## src/rtl/text_console_writer_defines.svh

```systemverilog
// ----------------------------------------------------------------------------
// text_console_writer_defines.svh
// Assertion macros used by the console RTL.
// ----------------------------------------------------------------------------
`ifndef TEXT_CONSOLE_WRITER_DEFINES_SVH
`define TEXT_CONSOLE_WRITER_DEFINES_SVH

`ifndef ASSERT_OFF

// concurrent check on an explicit clock and active-low reset
`define TCW_ASSERT_CLK(name, clk_s, rstn_s, prop) \
    name: assert property (@(posedge clk_s) disable iff (!rstn_s) prop) \
        else $error("tcw assertion failed");

// concurrent check on the usual clk / rst_n pair
`define TCW_ASSERT(name, prop) \
    `TCW_ASSERT_CLK(name, clk, rst_n, prop)

`else

`define TCW_ASSERT_CLK(name, clk_s, rstn_s, prop)
`define TCW_ASSERT(name, prop)

`endif

`endif

```

## src/rtl/tcw_pkg.sv

```systemverilog
// ----------------------------------------------------------------------------
// tcw_pkg
// Types and fixed constants of the text console writer.
// ----------------------------------------------------------------------------
`default_nettype none

package tcw_pkg;

    // field widths fixed by the interface
    localparam int REQ_W  = 2;
    localparam int CHAR_W = 8;
    localparam int IDX_W  = 11;
    localparam int ATTR_W = 8;
    localparam int DATA_W = 16;
    localparam int ROW_FW = 5;
    localparam int COL_FW = 7;

    // request codes
    localparam logic [REQ_W-1:0] REQ_PUT   = 2'd0;
    localparam logic [REQ_W-1:0] REQ_READ  = 2'd1;
    localparam logic [REQ_W-1:0] REQ_CLEAR = 2'd2;

    // special characters and reset values
    localparam logic [CHAR_W-1:0] CH_NEWLINE = 8'd10;
    localparam logic [CHAR_W-1:0] CH_TAB     = 8'd9;
    localparam logic [CHAR_W-1:0] CH_BLANK   = 8'h20;
    localparam logic [ATTR_W-1:0] ATTR_RESET = 8'h5F;

    // command queue
    localparam int QUEUE_DEPTH = 2;
    localparam int QPTR_W      = 1;
    localparam int QCNT_W      = 2;

    typedef struct packed {
        logic [REQ_W-1:0]  req_type;
        logic [CHAR_W-1:0] char_code;
        logic [IDX_W-1:0]  cell_index;
    } tcw_in_t;

    typedef struct packed {
        logic [DATA_W-1:0] read_data;
        logic [ROW_FW-1:0] cursor_row;
        logic [COL_FW-1:0] cursor_col;
    } tcw_out_t;

    // decoded operations
    typedef enum logic [2:0] {
        OP_PUT,
        OP_NEWLINE,
        OP_TAB,
        OP_READ,
        OP_CLEAR,
        OP_NOP
    } tcw_op_t;

    typedef struct packed {
        tcw_op_t           op;
        logic [CHAR_W-1:0] chr;
        logic              rd_oob;
        logic [ROW_FW-1:0] rd_row;
        logic [COL_FW-1:0] rd_col;
    } tcw_cmd_t;

    // executor states
    typedef enum logic [1:0] {
        BK_RUN,
        BK_READ,
        BK_TAB
    } tcw_state_t;

endpackage

`default_nettype wire

```

## src/rtl/tcw_queue.sv

```systemverilog
// ----------------------------------------------------------------------------
// tcw_queue
// Two-entry command queue between intake and executor.
// ----------------------------------------------------------------------------
`default_nettype none

module tcw_queue
    import tcw_pkg::*;
(
    input  wire logic     clk,
    input  wire logic     rst_n,
    input  wire logic     push,
    input  wire tcw_cmd_t push_cmd,
    input  wire logic     pop,
    output logic          full,
    output logic          head_valid,
    output tcw_cmd_t      head
);

    tcw_cmd_t            slot_reg [QUEUE_DEPTH];
    logic [QPTR_W-1:0]   wr_ptr_reg, wr_ptr_next;
    logic [QPTR_W-1:0]   rd_ptr_reg, rd_ptr_next;
    logic [QCNT_W-1:0]   count_reg, count_next;

    assign full       = count_reg == QCNT_W'(QUEUE_DEPTH);
    assign head_valid = count_reg != '0;
    assign head       = slot_reg[rd_ptr_reg];

    // pointer and count update
    always_comb
    begin
        wr_ptr_next = push ? wr_ptr_reg + QPTR_W'(1) : wr_ptr_reg;
        rd_ptr_next = pop ? rd_ptr_reg + QPTR_W'(1) : rd_ptr_reg;
        count_next  = count_reg;
        if (push && !pop)
            count_next = count_reg + QCNT_W'(1);
        else if (pop && !push)
            count_next = count_reg - QCNT_W'(1);
    end

    always_ff @(posedge clk or negedge rst_n)
    begin
        if (!rst_n)
        begin
            wr_ptr_reg <= '0;
            rd_ptr_reg <= '0;
            count_reg  <= '0;
        end
        else
        begin
            wr_ptr_reg <= wr_ptr_next;
            rd_ptr_reg <= rd_ptr_next;
            count_reg  <= count_next;
        end
    end

    // storage
    always_ff @(posedge clk)
    begin
        if (push)
        begin
            slot_reg[wr_ptr_reg] <= push_cmd;
        end
    end

endmodule

`default_nettype wire

```

## config.mk

```make
export PLATFORM = sky130hd
export DESIGN_NAME = tcw_queue
export DESIGN_NICKNAME = d
export VERILOG_FILES = /design/src/rtl/text_console_writer_defines.svh /design/src/rtl/tcw_pkg.sv /design/src/rtl/tcw_queue.sv
export SDC_FILE = /design/constraint.sdc
export NUM_CORES = 1
export LEC_CHECK = 0
export ABC_AREA = 1
export ABC_CLOCK_PERIOD_IN_PS = 2500
export BUFFER_PORTS_ARGS = -buffer_cell sky130_fd_sc_hd__buf_2
export CORE_MARGIN = 3
export CORE_UTILIZATION = 51
export DETAILED_ROUTE_END_ITERATION = 8
export GPL_ROUTABILITY_DRIVEN = 0
export GPL_TIMING_DRIVEN = 1
export PLACE_DENSITY = 0.74
export SLEW_MARGIN = 40
export SYNTH_ARGS = -nofsm -noshare
export SYNTH_HDL_FRONTEND = slang
export SYNTH_SLANG_ARGS = --single-unit
```

## constraint.sdc

```tcl
create_clock -name clk -period 2.5 [get_ports clk]
set_input_delay 0.75 -clock clk [delete_from_list [all_inputs] [get_ports clk]]
set_output_delay 0.75 -clock clk [all_outputs]
set_load 0.005 [all_outputs]
```

Yosys cells after proc, flatten, opt, wreduce, memory -nomap -nowiden
Memory sizes are Yosys's and may differ from the RTL's.
Index checks and enable logic that the tools add are counted.
- bits in registers: 4
- bits in writable memories: 48
- input bits: 28
- output and inout bits: 26
- logic and storage cells: 19
- memories: 1
- add/sub/neg operators: 4
- equal/unequal tests: 1
- mux-type cells: 4
- reduce and logical (&&, ||, !) cells: 6
- memories (memory ; depth ; width ; read ports ; clocked after memory_dff ; write ports ; RTL line ; text):
    slot_reg ; 2 ; 24 ; 1 ; 0 ; 1 ; tcw_queue.sv:20 ; tcw_cmd_t slot_reg [QUEUE_DEPTH];
- operators by type and width (cell ; count):
    2-to-1 mux 2 bit ; 2
    nonzero test 2 bit ; 2
    adder 1 bit, second input constant ; 2
    adder 2 x 1 -> 2 bit, second input constant ; 1
    equality test 2 bit, second input constant ; 1
    logical AND 1 bit ; 2
    logical NOT 1 bit ; 2
    2-to-1 mux 1 bit ; 2
    subtractor 2 x 1 -> 2 bit, second input constant ; 1

Logic depth before layout (Yosys ltp)
Gate-level depths: netlist of the first run.
- word-level depth: 4
- mapped depth: 7
- depth with buffers taken out: 7

Worst setup path before layout of the first run
Ideal clock, no wire load.
- path type: input to register
- from: in push
- to: mem slot_reg[0][0] (netlist bit) (enable)
- arrival: 1.805 ns
- required time: 2.095 ns
- setup slack: 0.289 ns
- stages: 2
- cell sequence: inv_1 -> nor2_1
- longest elaborated chain between the ends: 2
- ends and longest elaborated chain (item ; RTL line ; text):
    start: declaration ; tcw_queue.sv:12 ; input wire logic push,
    2-to-1 mux 1 bit ; tcw_queue.sv:60 ; if (push)
    2-to-1 mux 1 bit (implied by the code) ; tcw_queue.sv:62 ; slot_reg[wr_ptr_reg] <= push_cmd;
    end: declaration ; tcw_queue.sv:20 ;
No other way between the ends.

==> qor.txt, run 1 <==
Max Freq: 443 MHz
Via density: 4.85
DRC viols: 0
element type at the critical path end: output pin
clock sink count: 52
io pins: 54
cts repair resizes: 0
Worst-path clk slew: 0.08 ns
HP Class: primary input to asynchronous set/reset pin
Overflow after GRT: 0
Crit Path Class: register to output pin
Crit path arrival time: 1.51 ns
P_leak: 1.04 nW
Worst Reg-to-Reg Cells: 2
DP Area: 2350 µm²
drt total wl: 3130 µm
Syn Inst Count: 100
Yosys reg bits: 52
top post-synthesis cells by area: edfxtp_1 (71%), mux2_4 (14%), dfrtp_1 (4.9%)
Netlist Area Pre-Place: 2040 µm²
vias in the first global route: 1,078
DR vias: 1,023
largest net degree at the start of global routing: 21
area grow syn2layout: 20.6%
outcome: completed
design area: 2460 µm²
Fin. Hold Viols: 0
root buffer cell: clkbuf_8
Slew Limit Fails: 0
r2r startpoint: wr_ptr_reg
WP data required: 1.75 ns
row count: 22
Clock Path Buffers: 2
ANT nets after route: 0
WL/cell: 14.8 µm
full die area: 4800 µm²
max cap viols: 0
nets: 191
Starting Density: 54.1%
Final Util: 65.3%
gr usage total: 14.0%
VDD IR-drop max: 656 µV
Core Box Area: 3770 µm²
TritonCTS clock tree: yes
clk_lat worst skew: 0.30 ns
synth warn: 0
endpoints failing setup: 0
Yosys top cell area share: 70.6%
largest area contributor in the netlist: edfxtp_1
Tmin final: 2.26 ns
RR Endpoint: slot_reg[0][9]
Max-Slew Margin vs Limit: 77.4%
initial antenna violation count: 0
First-pass DRT Iterations: 4
Post-Synthesis Net Count: 129
CP max FO: 20
Least-Margin Pin Slew: 0.340 ns
final setup skew: 0.00600 ns
Seq/Total Area, Yosys: 75.5%
fill count: 272
Initial DRC Count: 29
footprint of the multi-input gates: 424 µm²
Hold-fix buffers, CTS: 0
Worst R2R Setup Slack: 1.22 ns
Antenna diodes: 0
die height: 69.3 µm
Largest register FFs: 48
share of cells above drive strength 1: 54.6%
period utilization: 90.4%
most frequent cells in the layout: buf_2 (53), edfxtp_1 (48), mux2_4 (19), inv_1 (7), nand2_1 (6)
global-route wire length before repair: 5040 µm
I/O Buffers: 53
Mean Syn Cell Area: 20.4 µm²
setup_tns: 0 ns
Num CTS Buffers: 5
Die Width: 69.3 µm
CP Launch Type: register
CTS H-tree depth: 2
library cells used by synthesis: 14
# Post-CTS Setup Buffers: 0
storage element area: 1540 µm²
PwrDens: 1050 nW/µm²
Hold WS: 0.238 ns
DP Wirelength: 2190 µm
RSZ-0062 raised after global routing: no
most common cell after layout, fill and taps aside: buf_2
## kinds of logic (layout without fill, tap and decap cells)
group,count (synthesis),count (layout),share of synthesized area [%]
XOR/XNOR,3,3,1.29
adder cells (fa/ha/maj),1,1,0.613
buffers and inverters,10,73,3.80
flip-flops,52,52,75.5
multiplexers,24,24,16.7
AND/OR/NAND/NOR,10,10,2.02
## Yosys cell counts, drive strengths merged
master / number
xor2: 2
nor2: 2
nand3: 1
xnor2: 1
inv: 7
dfrtp: 4
nand2: 6
edfxtp: 48
nand4: 1
mux2: 24
buf: 3
ha: 1
## layout make-up
| cell class | count | area share, % |
|---|---|---|
| clock inverter | 3 | 1.53 |
| tap | 48 | 2.44 |
| multi-input combinational | 38 | 17.2 |
| inverter | 7 | 1.07 |
| sequential | 52 | 62.6 |
| timing repair buffer | 58 | 12.3 |
| clock buffer | 5 | 2.80 |
## critical path: stages, from the launching register on
cell	delay [ns]
dfrtp_1	0.36
buf_4	0.33
mux2_2	0.38
buf_2	0.13
## per-stage QoR
| step | instances | total power [mW] | setup WS [ns] |
|---|---|---|---|
| global route | 211 | 2.71 | 0.174 |
| global placement | 203 | 2.04 | 0.606 |
| detailed placement | 203 | 2.07 | 0.577 |
| finish | 211 | 2.58 | 0.240 |
| CTS | 211 | 2.61 | 0.203 |
| floorplan | 100 | 1.83 | 0.289 |
## metal layers
layer	wire, µm	up-vias	share of wire (%)	track usage, %
li1	-	493	-	-
met1	1170	486	37	14.4
met2	1640	37	53	24.2
met3	239	7	7.6	5.07
met4	73	0	2.3	8.46
met5	0	-	0	0
## power by group
| part | total [mW] | leakage [nW] | internal [mW] | switching, mW |
|---|---|---|---|---|
| combinational | 0.810 | 0.488 | 0.450 | 0.360 |
| sequential | 1.22 | 0.498 | 1.16 | 0.0618 |
| clock | 0.544 | 0.0532 | 0.291 | 0.252 |
| total | 2.58 | 1.04 | 1.90 | 0.674 |
## worst max path at each step
stage | from | endpoint | slack (ns)
after CTS | rd_ptr_reg | head[10] | 0.20
after global routing | rd_ptr_reg | head[10] | 0.17
after floorplan | push | slot_reg[0][0] | 0.29
after global placement | rd_ptr_reg | head[4] | 0.61
final | rd_ptr_reg | head[10] | 0.24
after detailed placement | rd_ptr_reg | head[10] | 0.58
No activity file was read; power rests on OpenSTA's default activity.
==> run 2, diff against run 1 <==
Settings changed: ABC_AREA 1 to 0.
==> run 2 against run 1 <==
Effect of this change: combinational power grew 0.7%; global-route usage is 0.99 points higher; sequential cell count unchanged; register-to-register slack better by 0.16 ns; largest power group unchanged; sequential power is essentially flat; area after synthesis decreased by 0.86%; first-iteration DRC count up 48%.
==> qor.txt, run 2 <==
CP max FO: 7 (-65%)
RSZ-0062 raised after global routing: no
Post-Synthesis Net Count: 120 (-7.0%)
io pins: 54 (unchanged)
share of cells above drive strength 1: 58.1% (+3.5 points)
DP Wirelength: 2450 µm (+12%)
Initial DRC Count: 43 (+48%)
outcome: completed
Hold WS: 0.248 ns (+0.0100 ns)
Max Freq: 439 MHz (-0.74%)
Largest register FFs: 48 (unchanged)
Num CTS Buffers: 5 (unchanged)
Die Width: 69.0 µm (-0.39%)
Yosys reg bits: 52 (unchanged)
PwrDens: 1020 nW/µm² (-2.1%)
WP data required: 1.75 ns (about the same)
Post-synth ARST share: 7.69% (unchanged)
most frequent cells in the layout: buf_2 (53), edfxtp_1 (48), mux2_4 (19)
Clock Path Buffers: 2 (unchanged)
area grow syn2layout: 20.5%
Core Box Area: 3740 µm² (-0.73%)
VDD IR-drop max: 536 µV (-18%)
DR vias: 998 (-2.4%)
Synth top cells by count: edfxtp_1 (48), mux2_4 (19), mux2_2 (5), dfrtp_1 (4), xor2_1 (4)
Crit path arrival time: 1.53 ns (+0.02 ns)
number of synthesized flops with an enable pin: 48 (unchanged)
Netlist Area Pre-Place: 2020 µm² (-0.86%)
slack of the critical path: 0.223 ns (-0.0169 ns)
ANT nets after route: 0 (unchanged)
Setup WS pre-CTS: 0.529 ns (-0.0482 ns)
switching part of the total: 26.4% (+0.23 points)
Seq/Total Area, Yosys: 76.2% (+0.65 points)
global-route wire length before repair: 4910 µm (-2.6%)
Antenna diodes: 0 (unchanged)
HP Class: primary input to asynchronous set/reset pin
max cap viols: 0 (unchanged)
Final Non-Filler Cells: 203 (-3.8%)
cts repair resizes: 0 (unchanged)
Power Internal: 1.84 mW (-3.4%)
endpoints failing setup: 0 (unchanged)
setup_tns: 0 ns (unchanged)
Worst-path clk slew: 0.08 ns (about the same)
drt total wl: 3270 µm (+4.5%)
Via density: 4.92 (+1.4%)
fill count: 278 (+2.2%)
Comb power frac: 32.7% (+1.2 points)
Syn Inst Count: 91 (-9.0%)
Tmin final: 2.28 ns (+0.0169 ns)
final setup skew: 0.00526 ns (-0.000746 ns)
top-count cell post-synth: edfxtp_1
footprint of the multi-input gates: 429 µm² (+1.2%)
Seq pwr share: 50.0% (+2.6 points)
die height: 69.0 µm (-0.39%)
period utilization: 91.1% (+0.68 points)
library cells used by synthesis: 14 (unchanged)
dominant synthesized flop cell: edfxtp_1
CTS H-tree depth: 2 (unchanged)
root buffer cell: clkbuf_8
Yosys top cell area share: 71.2% (+0.61 points)
Mean Syn Cell Area: 22.2 µm² (+8.9%)
Psw: 0.659 mW (-2.2%)
Crit Path Class: register to output pin
full die area: 4760 µm² (-0.78%)
largest net degree at the start of global routing: 16 (-24%)
synth warn: 0 (unchanged)
Max-Slew Margin vs Limit: 78.7% (+1.3 points)
Fin. Hold Viols: 0 (unchanged)
row count: 22 (unchanged)
top post-synthesis cells by area: edfxtp_1 (71%), mux2_4 (14%), dfrtp_1 (4.9%)
vias in the first global route: 1,027 (-4.7%)
Hold-fix buffers, CTS: 0 (unchanged)
DRC viols: 0 (unchanged)
most common cell after layout, fill and taps aside: buf_2
overall power: 2.50 mW (-3.1%)
storage element area: 1540 µm² (unchanged)
clk_lat worst skew: 0.29 ns (about the same)
gr usage total: 15.0% (+0.99 points)
clock power share: 17.4% (-3.7 points)
TritonCTS clock tree: yes
# Post-CTS Setup Buffers: 0 (unchanged)
CP Launch Type: register
First-pass DRT Iterations: 4 (unchanged)
WL/cell: 16.1 µm (+8.6%)
Overflow after GRT: 0 (unchanged)
I/O Buffers: 53 (unchanged)
nets: 183 (-4.2%)
Least-Margin Pin Slew: 0.320 ns (-0.0195 ns)
initial antenna violation count: 0 (unchanged)
Inst Count DP: 195 (-3.9%)
largest area contributor in the netlist: edfxtp_1
clock sink count: 52 (unchanged)
Slew Limit Fails: 0 (unchanged)
element type at the critical path end: output pin
Starting Density: 54.0% (-0.070 points)
P_leak: 1.00 nW (-3.5%)
==> run 2: cell count changes after synthesis, sizes merged <==
cell	previous run	this run
nor2b	0	2
nor2	2	1
nand3	1	0
or2	0	1
nand4	1	0
inv	7	1
xor2	2	4
nand2	6	0
and2	0	1
==> run 2: layout make-up <==
| class | instances | share of cell area [%] |
|---|---|---|
| clock buffers | 7 | 3.13 |
| inverters | 1 | 0.154 |
| well taps | 48 | 2.46 |
| repair buffers | 59 | 13.2 |
| multi-input cells | 35 | 17.6 |
| flip-flops and latches | 52 | 63.2 |
| clock inverters | 1 | 0.154 |
==> run 2: final timing paths <==
path,startpoint,to,slack (ns),cells after the start
worst max-delay path,rd_ptr_reg,head[6],0.22,3
worst min-delay path,rst_n,rd_ptr_reg,0.25,1
worst max register to register,wr_ptr_reg,slot_reg[0][2],1.38,2
worst min register to register,count_reg[1],count_reg[1],0.50,1
max in group asynchronous,rst_n,wr_ptr_reg,2.13,1
min in group clk,count_reg[1],count_reg[1],0.50,1
==> run 2: critical path, cell delays in order, from the launching register on <==
cell and delay (ns):
dfrtp_1 0.53, buf_4 0.26, mux2_4 0.31, buf_2 0.13
==> run 2: layer usage <==
layer	vias to the layer above	part of all wire (%)	GRT usage, %
li1	471	-	-
met1	483	40	17.7
met2	40	52	25.1
met3	4	7.4	5.35
met4	0	1.2	5.84
met5	-	0	0
==> run 2: metrics by stage <==
step,util (%),cell area [µm²]
after floorplan,-,2020
after global placement,63.0,2360
after detailed placement,63.0,2360
after CTS,65.1,2440
after global routing,65.1,2440
final,65.1,2440
==> run 2: cell families after synthesis <==
group	count (synthesis)	share of synthesized area (%)
mux	24	16.9
buf+inv	4	2.72
simple gates	5	1.42
fa+ha+maj	1	0.618
flops	52	76.2
xor+xnor	5	2.16
==> run 2: power by group through the flow <==
stage / clock, mW / sequential, mW / combinational (mW)
3_3_place_gp: 0 / 1.25 / 0.814
4_1_cts: 0.453 / 1.25 / 0.836
6_report: 0.434 / 1.25 / 0.816
3_5_place_dp: 0 / 1.27 / 0.834
2_1_floorplan: 0 / 1.23 / 0.599
5_1_grt: 0.491 / 1.27 / 0.891
