===== src/rtl/text_console_writer_defines.svh =====
// ----------------------------------------------------------------------------
// text_console_writer_defines.svh
// Assertion macros used by the console RTL.
// ----------------------------------------------------------------------------
`ifndef TEXT_CONSOLE_WRITER_DEFINES_SVH
`define TEXT_CONSOLE_WRITER_DEFINES_SVH

`ifndef ASSERT_OFF

// concurrent check on an explicit clock and active-low reset
`define TCW_ASSERT_CLK(name, clk_s, rstn_s, prop) \
    name: assert property (@(posedge clk_s) disable iff (!rstn_s) prop) \
        else $error("tcw assertion failed");

// concurrent check on the usual clk / rst_n pair
`define TCW_ASSERT(name, prop) \
    `TCW_ASSERT_CLK(name, clk, rst_n, prop)

`else

`define TCW_ASSERT_CLK(name, clk_s, rstn_s, prop)
`define TCW_ASSERT(name, prop)

`endif

`endif


===== src/rtl/tcw_pkg.sv =====
// ----------------------------------------------------------------------------
// tcw_pkg
// Types and fixed constants of the text console writer.
// ----------------------------------------------------------------------------
`default_nettype none

package tcw_pkg;

    // field widths fixed by the interface
    localparam int REQ_W  = 2;
    localparam int CHAR_W = 8;
    localparam int IDX_W  = 11;
    localparam int ATTR_W = 8;
    localparam int DATA_W = 16;
    localparam int ROW_FW = 5;
    localparam int COL_FW = 7;

    // request codes
    localparam logic [REQ_W-1:0] REQ_PUT   = 2'd0;
    localparam logic [REQ_W-1:0] REQ_READ  = 2'd1;
    localparam logic [REQ_W-1:0] REQ_CLEAR = 2'd2;

    // special characters and reset values
    localparam logic [CHAR_W-1:0] CH_NEWLINE = 8'd10;
    localparam logic [CHAR_W-1:0] CH_TAB     = 8'd9;
    localparam logic [CHAR_W-1:0] CH_BLANK   = 8'h20;
    localparam logic [ATTR_W-1:0] ATTR_RESET = 8'h5F;

    // command queue
    localparam int QUEUE_DEPTH = 2;
    localparam int QPTR_W      = 1;
    localparam int QCNT_W      = 2;

    typedef struct packed {
        logic [REQ_W-1:0]  req_type;
        logic [CHAR_W-1:0] char_code;
        logic [IDX_W-1:0]  cell_index;
    } tcw_in_t;

    typedef struct packed {
        logic [DATA_W-1:0] read_data;
        logic [ROW_FW-1:0] cursor_row;
        logic [COL_FW-1:0] cursor_col;
    } tcw_out_t;

    // decoded operations
    typedef enum logic [2:0] {
        OP_PUT,
        OP_NEWLINE,
        OP_TAB,
        OP_READ,
        OP_CLEAR,
        OP_NOP
    } tcw_op_t;

    typedef struct packed {
        tcw_op_t           op;
        logic [CHAR_W-1:0] chr;
        logic              rd_oob;
        logic [ROW_FW-1:0] rd_row;
        logic [COL_FW-1:0] rd_col;
    } tcw_cmd_t;

    // executor states
    typedef enum logic [1:0] {
        BK_RUN,
        BK_READ,
        BK_TAB
    } tcw_state_t;

endpackage

`default_nettype wire


===== src/rtl/tcw_front.sv =====
// ----------------------------------------------------------------------------
// tcw_front
// Request intake: classifies the item and splits a read index into row/col.
// ----------------------------------------------------------------------------
`default_nettype none

module tcw_front
    import tcw_pkg::*;
#(
    parameter int COLUMNS = 80,
    parameter int ROWS    = 25
) (
    input  wire logic    start,
    input  wire tcw_in_t req,
    input  wire logic    q_full,
    output logic         busy,
    output logic         push,
    output tcw_cmd_t     cmd
);

    localparam int CELLS    = ROWS * COLUMNS;
    localparam int RECIP_SH = 20;
    localparam int PROD_W   = IDX_W + RECIP_SH;
    localparam int RECIP    = (2 ** RECIP_SH + COLUMNS - 1) / COLUMNS;

    logic [PROD_W-1:0] prod;
    logic [IDX_W-1:0]  quo;
    logic [IDX_W-1:0]  rem;
    tcw_op_t           op;

    // handshake
    assign busy = q_full;
    assign push = start && !q_full;

    // classify the request
    always_comb
    begin
        unique case (req.req_type)
            REQ_PUT:
            begin
                if (req.char_code == CH_NEWLINE)
                    op = OP_NEWLINE;
                else if (req.char_code == CH_TAB)
                    op = OP_TAB;
                else
                    op = OP_PUT;
            end
            REQ_READ:  op = OP_READ;
            REQ_CLEAR: op = OP_CLEAR;
            default:   op = OP_NOP;
        endcase
    end

    // index / COLUMNS by reciprocal multiplication, exact over the whole index range
    assign prod = PROD_W'(req.cell_index) * PROD_W'(RECIP);
    assign quo  = prod[PROD_W-1:RECIP_SH];
    assign rem  = req.cell_index - quo * IDX_W'(COLUMNS);

    // command to the queue
    always_comb
    begin
        cmd.op     = op;
        cmd.chr    = req.char_code;
        cmd.rd_oob = 32'(req.cell_index) >= 32'(CELLS);
        cmd.rd_row = ROW_FW'(quo);
        cmd.rd_col = COL_FW'(rem);
    end

endmodule

`default_nettype wire


===== config.mk =====
export PLATFORM = sky130hd
export DESIGN_NAME = tcw_front
export DESIGN_NICKNAME = d
export VERILOG_FILES = /design/src/rtl/text_console_writer_defines.svh /design/src/rtl/tcw_pkg.sv /design/src/rtl/tcw_front.sv
export SDC_FILE = /design/constraint.sdc
export NUM_CORES = 1
export LEC_CHECK = 0
export ABC_AREA = 1
export CAP_MARGIN = 30
export CELL_PAD_IN_SITES_DETAIL_PLACEMENT = 0
export CELL_PAD_IN_SITES_GLOBAL_PLACEMENT = 1
export CORE_UTILIZATION = 50
export DETAILED_ROUTE_END_ITERATION = 7
export DONT_BUFFER_PORTS = 1
export MAX_ROUTING_LAYER = met4
export PLACE_DENSITY_LB_ADDON = 0.1
export SLEW_MARGIN = 20
export SYNTH_ARGS = -nofsm -noshare
export SYNTH_HDL_FRONTEND = slang
export SYNTH_SLANG_ARGS = --single-unit

===== constraint.sdc =====
create_clock -name vclk -period 8.6
set_input_delay 1.72 -clock vclk [all_inputs]
set_output_delay 1.72 -clock vclk [all_outputs]
set_load 0.01 [all_outputs]

# After elaboration in Yosys (flattened, before gate mapping)
# Index checks and enable logic that the tools add are counted.
[word_totals] regBits=0 input_bits=23 output_inout_bits=26 word_cells=14
[classes] n_addsub=1 muxes=3 n_reduce_logical=3 n_mul=2 order_cmp=1 eq_ne=4
[op_table] operator="$mul 11x12->23 const B" count=1
[op_table] operator="$eq 8x4->1 const B" count=2
[op_table] operator="$ge 11x11->1 const B" count=1
[op_table] operator="$pmux 3 s3" count=1
[op_table] operator="$sub 7x7->7" count=1
[op_table] operator="$mul 5x3->3 const B" count=1
[op_table] operator="$mux 2" count=2
[op_table] operator="$eq 2x1->1 const B" count=1
[op_table] operator="$eq 2x2->1 const B" count=1
[op_table] operator="$logic_not 2->1" count=1
[op_table] operator="$logic_and 1x1->1" count=1
[op_table] operator="$logic_not 1->1" count=1

# Longest topological paths before layout
# Gate-level depths: netlist (run 1).
[logic_depth] word_depth=4 mapped_depth=29 depth_no_buf=29

# Least setup slack after synthesis (run 1)
# No wires, ideal clock.
[synth_timing] path_kind="input-to-output" start="input port req[5] (netlist name)" end="output port cmd[6] (netlist name)" setup_slack_ns=0.580 t_arrival_ns=6.300 required_ns=6.880 path_stages=27 path_buffers=0 cell_sequence="inv_1 -> ha_1 -> inv_1 -> fa_1 -> fa_1 -> fa_1 -> inv_1 -> fa_1 -> inv_1 -> ha_1 -> nand2_1 -> inv_1 -> nand2_1 -> nand2_1 -> a21oi_2 -> nand2_2 -> nand2_1 -> nand2_1 -> ha_1 -> fa_1 -> xnor2_1 -> inv_1 -> nand3_1 -> nand2_1 -> inv_2 -> nand2_1 -> nand2_1"
[synth_lines] element="start: declaration" line_no="tcw_front.sv:14" rtl="input wire tcw_in_t req,"
[synth_lines] element="end: declaration" line_no="tcw_front.sv:18" rtl="output tcw_cmd_t cmd"

==> metrics.csv, run 1 <==
stage,metric,value,unit
status,status,"complete, no violations",
routing,ant_nets,0,
min_path,min_to,busy,
critical_path,worstSetupEndpointType,output pin,
die,ios,49,
final_layout,final-seq-area,0,µm²
global_routing,overflow,0,
sta,slew_violations,0,
die,fp.dieW,73.8,µm
die,die_h,73.8,µm
final_layout,numSequentialCells,0,
sta,tightest_slew,0.586,ns
sta,fmax,121,MHz
sta,slew_headroom,60.4,%
yosys,synth_top_area_cell,ha_1,
sta,finalHoldViolCount,0,
power_and_ir_drop,p_total,0.636,mW
final_layout,syn_to_final_growth,0.242,%
yosys,avgSynthCellArea,7.87,µm²
final_layout,final_common_cell,inv_1,
yosys,synth_nets,452,
global_routing,grtUsageTotal,21.8,%
global_routing,grt_pass1_wl,8870,µm
critical_path,start_kind,primary input,
placement,place_hpwl,4850,µm
die,initial_core_util,53.2,%
final_layout,fin_nets,440,
critical_path,crit_required,6.88,ns
routing,wl_per_cell,13.8,µm
min_path,min_path_type,primary input to output pin,
critical_path,arrival,6.54,ns
global_routing,antenna_found_initial,0,
sta,period_needed,8.26,ns
min_path,min_from,q_full,
sta,finalCritPeriodShare,96.1,%
final_layout,final_cell_mix,"87 x inv_1, 71 x ha_1, 43 x nand2_1",
power_and_ir_drop,power.ir.vdd_worst,0.000136,V
global_routing,grt_max_degree,9,
routing,via_count,1876,
final_layout,multiInputGateArea,2160,µm²
critical_path,crit_fanout,5,
sta,setup_violations,0,
final_layout,drive_above_1_share,7.32,%
sta,rsz0062_at_grt,false,
routing,viasPerCell,4.92,
min_path,min_path_cells,0,
global_routing,grt_pass1_vias,1995,
yosys,synth_top_cell_area_share,34.4,%
die,fp-row-count,25,
routing,drt_iter0_markers,55,
yosys,ys_seq_area_share,0,%
yosys,ys_types,30,
yosys,synthTopCellsByArea,"ha_1 34%, fa_1 23%, inv_1 13%",
final_layout,fillerInstances,486,
yosys,netlist_instances,328,
routing,drc,0,
placement,portBuffers,0,
power_and_ir_drop,power_density,246,nW/µm²
final_layout,clkbuf_count,0,
yosys,yosys_warnings,0,
yosys,syn_area,2580,µm²
final_layout,num_antenna_cells,0,
die,core_area,4850,µm²
flow_run,drv_cap,0,
placement,gp_congestion,0.850,
routing,wl,5250,µm
power_and_ir_drop,p_leak,1.53,nW
critical_path,critical_path_class,primary input to output pin,
routing,drtPass1Iterations,4,
die,dieArea,5450,µm²
sta,finalSetupTns,0,ns
## cell type report
| class | count | area share [%] |
|---|---|---|
| multi-input cells | 224 | 83.4 |
| inverters | 89 | 13.1 |
| well taps | 67 | 3.24 |
| repair buffers | 1 | 0.290 |
## routing by layer
metal	up-vias	GRT usage (%)	wire, µm
met1	856	31.4	2690
met3	0	0	130
li1	988	-	-
met4	0	0.427	0
met5	-	-	0
met2	32	36.8	2430
## worst max-delay path by stage
stage          startpoint     end  cells past startpoint
2_1_floorplan      req[5]  cmd[6]                     27
3_3_place_gp       req[5]  cmd[6]                     23
3_5_place_dp       req[5]  cmd[6]                     23
4_1_cts            req[5]  cmd[6]                     23
5_1_grt            req[5]  cmd[6]                     23
6_report           req[5]  cmd[6]                     27
## Yosys cell counts
library cell,number
or2_2,1
a21oi_2,1
buf_4,13
inv_2,1
nand4_1,5
a21oi_4,1
fa_1,30
inv_1,88
ha_1,71
o41ai_1,1
o211ai_1,1
a21o_1,1
a21oi_1,14
nor3_2,1
o22ai_1,1
clkbuf_1,1
buf_6,1
nand2_2,10
nor4_1,1
nand3_1,11
nand4_2,1
o21a_1,1
xor2_1,3
nand2_1,43
a211oi_1,2
nand3b_1,1
o21ai_0,6
nor2_1,12
o21bai_1,1
xnor2_1,4
## report_power, final
part	total, mW	switching (mW)	internal, mW
registers	0	0	0
logic	0.636	0.394	0.242
clock network	0	0	0
## kinds of logic (layout without fill, tap and decap cells)
| logic type | after synthesis | in the layout | synth area share, % |
|---|---|---|---|
| buffers and inverters | 104 | 90 | 17.3 |
| adders and majority gates | 101 | 101 | 57.7 |
| and+or+nand+nor | 86 | 86 | 15.4 |
| AOI/OAI and AO/OA | 30 | 30 | 7.18 |
| xor gates and xnor gates | 7 | 7 | 2.38 |
## per-stage QoR
step	utilization, %	area [µm²]	hold slack (ns)	cells	worst slack (ns)
6_report	53.3	2590	3.44	381	0.338
3_5_place_dp	52.6	2550	3.44	380	0.196
5_1_grt	53.3	2590	3.44	381	0.0138
4_1_cts	52.6	2550	3.44	380	0.161
3_3_place_gp	52.6	2550	3.44	380	0.230
2_1_floorplan	-	2580	3.48	328	0.580
## worst max-delay path: stages
cell and delay (ns):
clkinvlp_4 0.08, ha_1 0.29, inv_1 0.09, fa_2 0.47, fa_1 0.52, fa_1 0.55, inv_1 0.06, fa_1 0.55
inv_1 0.04, ha_1 0.32, nand2_1 0.08, inv_1 0.04, nand2_1 0.05, nand2_1 0.08, a21oi_2 0.18, nand2_2 0.08
nand2_1 0.07, nand2_1 0.11, ha_1 0.22, fa_2 0.35, xnor2_2 0.17, inv_1 0.06, nand3_1 0.07, nand2_1 0.08
inv_2 0.05, nand2_1 0.04, nand2_1 0.10
## what timing repair did
item	CTS	global route
endpoints found under the setup margin	0	1
hold buffers	0	0
gates resized for setup	0	7
buffers inserted	0	1
No activity file was read; power rests on OpenSTA's default activity.
==> run 2, diff against run 1 <==
Settings changed: CORE_UTILIZATION 50 to 40.
==> run 2 against run 1 <==
Net effect: non-clock buffer count up 1; die area up 24%; critical path depth unchanged; worst setup slack better by 0.096 ns; critical endpoint unchanged; final area up 0.48%; utilization down 10 points; largest power group unchanged; maximum frequency up 1.2%; wire length up 4.1%; total power up 1.3%; cell count up 2.4%; first-iteration DRC count down 29%.
==> metrics.csv, run 2 (same netlist as run 1, synthesis figures left out) <==
stage,metric,value,unit
status,status,"complete, no violations",
die,initial_core_util,42.6,%
critical_path,start_kind,primary input,
final_layout,final_cell_mix,"88 x inv_1, 71 x ha_1, 42 x nand2_1",
die,fp-row-count,28,
global_routing,grtUsageTotal,18.2,%
final_layout,drive_above_1_share,7.30,%
power_and_ir_drop,swShare,61.6,%
routing,drc,0,
sta,slew_violations,0,
sta,finalCritPeriodShare,95.0,%
critical_path,worstSetupEndpointType,output pin,
sta,slew_headroom,61.0,%
final_layout,clkbuf_count,0,
critical_path,crit_required,6.88,ns
routing,wl_per_cell,14.0,µm
power_and_ir_drop,pwr-share-clk,0,%
sta,finalHoldViolCount,0,
critical_path,crit_fanout,5,
power_and_ir_drop,p_leak,1.54,nW
routing,viasPerCell,4.78,
sta,setup_violations,0,
die,fp.dieW,82.3,µm
power_and_ir_drop,power.ir.vdd_worst,0.000184,V
global_routing,antenna_found_initial,0,
routing,drt_iter0_markers,39,
global_routing,grt_max_degree,9,
min_path,min_from,req[12],
sta,rsz0062_at_grt,false,
power_and_ir_drop,intPower,0.247,mW
final_layout,numSequentialCells,0,
final_layout,syn_to_final_growth,0.727,%
routing,via_count,1865,
global_routing,grt_pass1_wl,8990,µm
sta,tightest_slew,0.577,ns
sta,finalSetupTns,0,ns
global_routing,grt_pass1_vias,1931,
die,dieArea,6770,µm²
final_layout,fin_nets,441,
placement,placed_area,2570,µm²
routing,drtPass1Iterations,4,
critical_path,arrival,6.45,ns
power_and_ir_drop,power_frac_comb,100.0,%
placement,portBuffers,0,
power_and_ir_drop,p_seq_share,0,%
global_routing,overflow,0,
die,core_area,6060,µm²
routing,wl,5460,µm
placement,place_hpwl,5100,µm
clocking,hold_buffers,0,
power_and_ir_drop,switching_power,0.397,mW
final_layout,final_common_cell,inv_1,
power_and_ir_drop,power_density,248,nW/µm²
placement,gp_congestion,0.795,
min_path,min_path_type,primary input to output pin,
final_layout,final-seq-area,0,µm²
die,die_h,82.3,µm
die,ios,49,
sta,fmax,122,MHz
flow_run,drv_cap,0,
final_layout,num_antenna_cells,0,
critical_path,critical_path_class,primary input to output pin,
critical_path,crit_start,req[5],
sta,period_needed,8.17,ns
routing,ant_nets,0,
final_layout,final_design_area_no_fill,2600,µm²
-- run 2: critical path, cell delays in order --
cell and delay (ns):
inv_1 0.03, ha_1 0.28, inv_1 0.09, fa_2 0.47, fa_1 0.52, fa_1 0.54, inv_1 0.05, fa_1 0.53
inv_1 0.05, ha_1 0.31, nand2_1 0.08, inv_1 0.05, nand2_1 0.05, nand2_1 0.08, a21oi_2 0.20, nand2_2 0.08
nand2_1 0.09, nand2_2 0.09, ha_1 0.20, fa_2 0.35, xnor2_2 0.16, inv_1 0.05, nand3_1 0.07, nand2_1 0.08
inv_2 0.05, nand2_1 0.04, nand2_1 0.10
-- run 2: per-layer routing --
metal / global-route usage [%] / part of all wire [%]
met3: 0.440 / 2.2
met4: 0.877 / 0.49
met2: 30.2 / 45
met5: - / 0
met1: 26.0 / 52
-- run 2: path summary, 6_finish.rpt --
| kind | cells after the start | slack (ns) | to |
|---|---|---|---|
| setup / recovery | 27 | 0.43 | cmd[6] |
| hold / removal | 0 | 3.44 | cmd[14] |
-- run 2: power groups by stage --
| stage | combinational, mW | sequential [mW] | clock (mW) |
|---|---|---|---|
| finish | 0.644 | 0 | 0 |
| global route | 0.760 | 0 | 0 |
| CTS | 0.638 | 0 | 0 |
| detailed placement | 0.632 | 0 | 0 |
| global placement | 0.637 | 0 | 0 |
| floorplan | 0.511 | 0 | 0 |
-- run 2: layout make-up --
type	instances	area (µm²)
fillers	646	3460
multi-input cells	224	2160
inverters	89	334
well taps	75	93.8
repair buffers	2	15.0
-- run 2: stage by stage --
stage | hold WS, ns | total power [mW] | instances | setup WS (ns) | util [%]
2_1_floorplan | 3.48 | 0.511 | 328 | 0.580 | -
3_3_place_gp | 3.44 | 0.637 | 389 | 0.360 | 42.4
3_5_place_dp | 3.44 | 0.632 | 389 | 0.358 | 42.4
4_1_cts | 3.44 | 0.638 | 389 | 0.316 | 42.4
5_1_grt | 3.44 | 0.760 | 390 | 0.0592 | 42.9
6_report | 3.44 | 0.644 | 390 | 0.434 | 42.9
-- run 2: what timing repair did --
item	4_1_cts	5_1_grt
setup endpoints to repair	0	1
gates resized for setup	0	6
setup buffers	0	1
==> run 3, diff against run 2 <==
Settings changed: CELL_PAD_IN_SITES_DETAIL_PLACEMENT 0 to 1.
==> run 3 against run 2 <==
Net effect: final area fell by 0.39%; flip-flop and latch count did not move; combinational power barely moved; critical path type unchanged; critical endpoint unchanged; highest routed layer unchanged.
==> metrics.csv, run 3 (same netlist as run 1, synthesis figures left out) <==
stage,metric,value,unit
status,status,"complete, no violations",
power_and_ir_drop,power_density,250,nW/µm²
die,die_h,82.3,µm
die,initial_core_util,42.6,%
final_layout,fillerInstances,773,
critical_path,cpMostUsedCell,inv_1,
placement,place_hpwl,5460,µm
routing,wl,5760,µm
min_path,min_from,req[12],
routing,wl_per_cell,14.8,µm
final_layout,fin_nets,441,
final_layout,final_common_cell,inv_1,
routing,drtPass1Iterations,4,
placement,gp_congestion,0.795,
min_path,min_to,cmd[14],
final_layout,instances_no_fill,390,
final_layout,clkbuf_count,0,
critical_path,arrival,6.52,ns
min_path,min_path_cells,0,
global_routing,grt_max_degree,9,
flow_run,drv_cap,0,
die,fp.dieW,82.3,µm
sta,slew_violations,0,
sta,slew_headroom,60.2,%
global_routing,grtUsageTotal,19.7,%
min_path,min_path_type,primary input to output pin,
power_and_ir_drop,swShare,62.1,%
critical_path,max_stage_delay,0.61,ns
power_and_ir_drop,intPower,0.245,mW
critical_path,crit_slowest_cell,fa_1,
critical_path,start_kind,primary input,
final_layout,numSequentialCells,0,
power_and_ir_drop,p_leak,1.54,nW
placement,placedCellCount,389,
sta,setup_violations,0,
routing,ant_nets,0,
die,core_area,6060,µm²
final_layout,drive_above_1_share,6.67,%
placement,portBuffers,0,
power_and_ir_drop,p_seq_share,0,%
critical_path,critical_path_class,primary input to output pin,
critical_path,crit_family,adder cells,
global_routing,antenna_found_initial,0,
final_layout,syn_to_final_growth,0.339,%
die,ios,49,
sta,finalCritPeriodShare,95.8,%
critical_path,critical_path_buf_inv_count,6,
power_and_ir_drop,switching_power,0.401,mW
global_routing,overflow,0,
critical_path,crit_fanout,4,
sta,rsz0062_at_grt,false,
die,dieArea,6770,µm²
global_routing,grt_pass1_vias,2036,
routing,drc,0,
final_layout,num_antenna_cells,0,
global_routing,grt_pass1_wl,9780,µm
power_and_ir_drop,pwr-share-clk,0,%
routing,via_count,1929,
power_and_ir_drop,power.ir.vdd_worst,0.000175,V
sta,period_needed,8.24,ns
critical_path,crit_required,6.88,ns
power_and_ir_drop,power_frac_comb,100.0,%
final_layout,final-seq-area,0,µm²
routing,drt_iter0_markers,24,
sta,tightest_slew,0.589,ns
routing,viasPerCell,4.95,
sta,finalSetupTns,0,ns
die,fp-row-count,28,
critical_path,path_cells,inv_1 > ha_1 > inv_1 > fa_1 > fa_1 > fa_1 > inv_1 > fa_1 > inv_1 > ha_1 > a21oi_1 > o21ai_0 > a211oi_1 > o21ai_0 > xor2_1 > fa_2 > xnor2_2 > inv_1 > nand3_1 > nand2_1 > inv_2 > nand2_1 > nand2_1,
final_layout,final_cell_mix,"88 x inv_1, 71 x ha_1, 42 x nand2_1",
critical_path,worstSetupEndpointType,output pin,
sta,fmax,121,MHz
sta,finalHoldViolCount,0,
## run 3: cell types whose count changed in the layout (fill, tap and decap cells not counted)
cell | before | now
fa_1 | 28 | 29
o21ai_1 | 1 | 0
fa_2 | 2 | 1
xor2_1 | 2 | 3
o21ai_0 | 5 | 6
xor2_2 | 1 | 0
## run 3: cell type report
class	count	area, µm²	area share (%)
inverters	89	334	12.9
multi-input cells	224	2150	82.9
well taps	75	93.8	3.62
repair buffers	2	15.0	0.580
## run 3: through the flow
stage	power (mW)	setup slack, ns	instance area [µm²]	util, %	hold WS, ns
after floorplan	0.511	0.580	2580	-	3.48
after global placement	0.637	0.360	2570	42.4	3.44
after detailed placement	0.640	0.281	2570	42.4	3.44
after CTS	0.646	0.252	2570	42.4	3.44
after global routing	0.761	0.00952	2590	42.7	3.44
final	0.646	0.362	2590	42.7	3.44
## run 3: metal layers
metal / vias up / GRT usage, % / wire [µm]
met3: 4 / 0.220 / 103
met1: 908 / 27.9 / 3000
met5: - / - / 0
li1: 992 / - / -
met4: 0 / 1.58 / 35
met2: 25 / 33.0 / 2630
## run 3: power groups by stage
stage	sequential (mW)	combinational [mW]	clock, mW
5_1_grt	0	0.761	0
2_1_floorplan	0	0.511	0
3_3_place_gp	0	0.637	0
4_1_cts	0	0.646	0
6_report	0	0.646	0
3_5_place_dp	0	0.640	0
## run 3: what timing repair did
action	in CTS	in global routing
gates resized for setup	0	3
endpoints found under the setup margin	0	1
hold endpoints to repair	0	0
buffers inserted	0	1
hold buffers	0	0
## run 3: worst max path at each step
stage	startpoint	endpoint	slack, ns	cells after the start
after global placement	req[9]	cmd[6]	0.36	27
final	req[9]	cmd[6]	0.36	23
after CTS	req[9]	cmd[6]	0.25	27
after global routing	req[9]	cmd[6]	0.01	23
after detailed placement	req[9]	cmd[6]	0.28	27
after floorplan	req[5]	cmd[6]	0.58	27
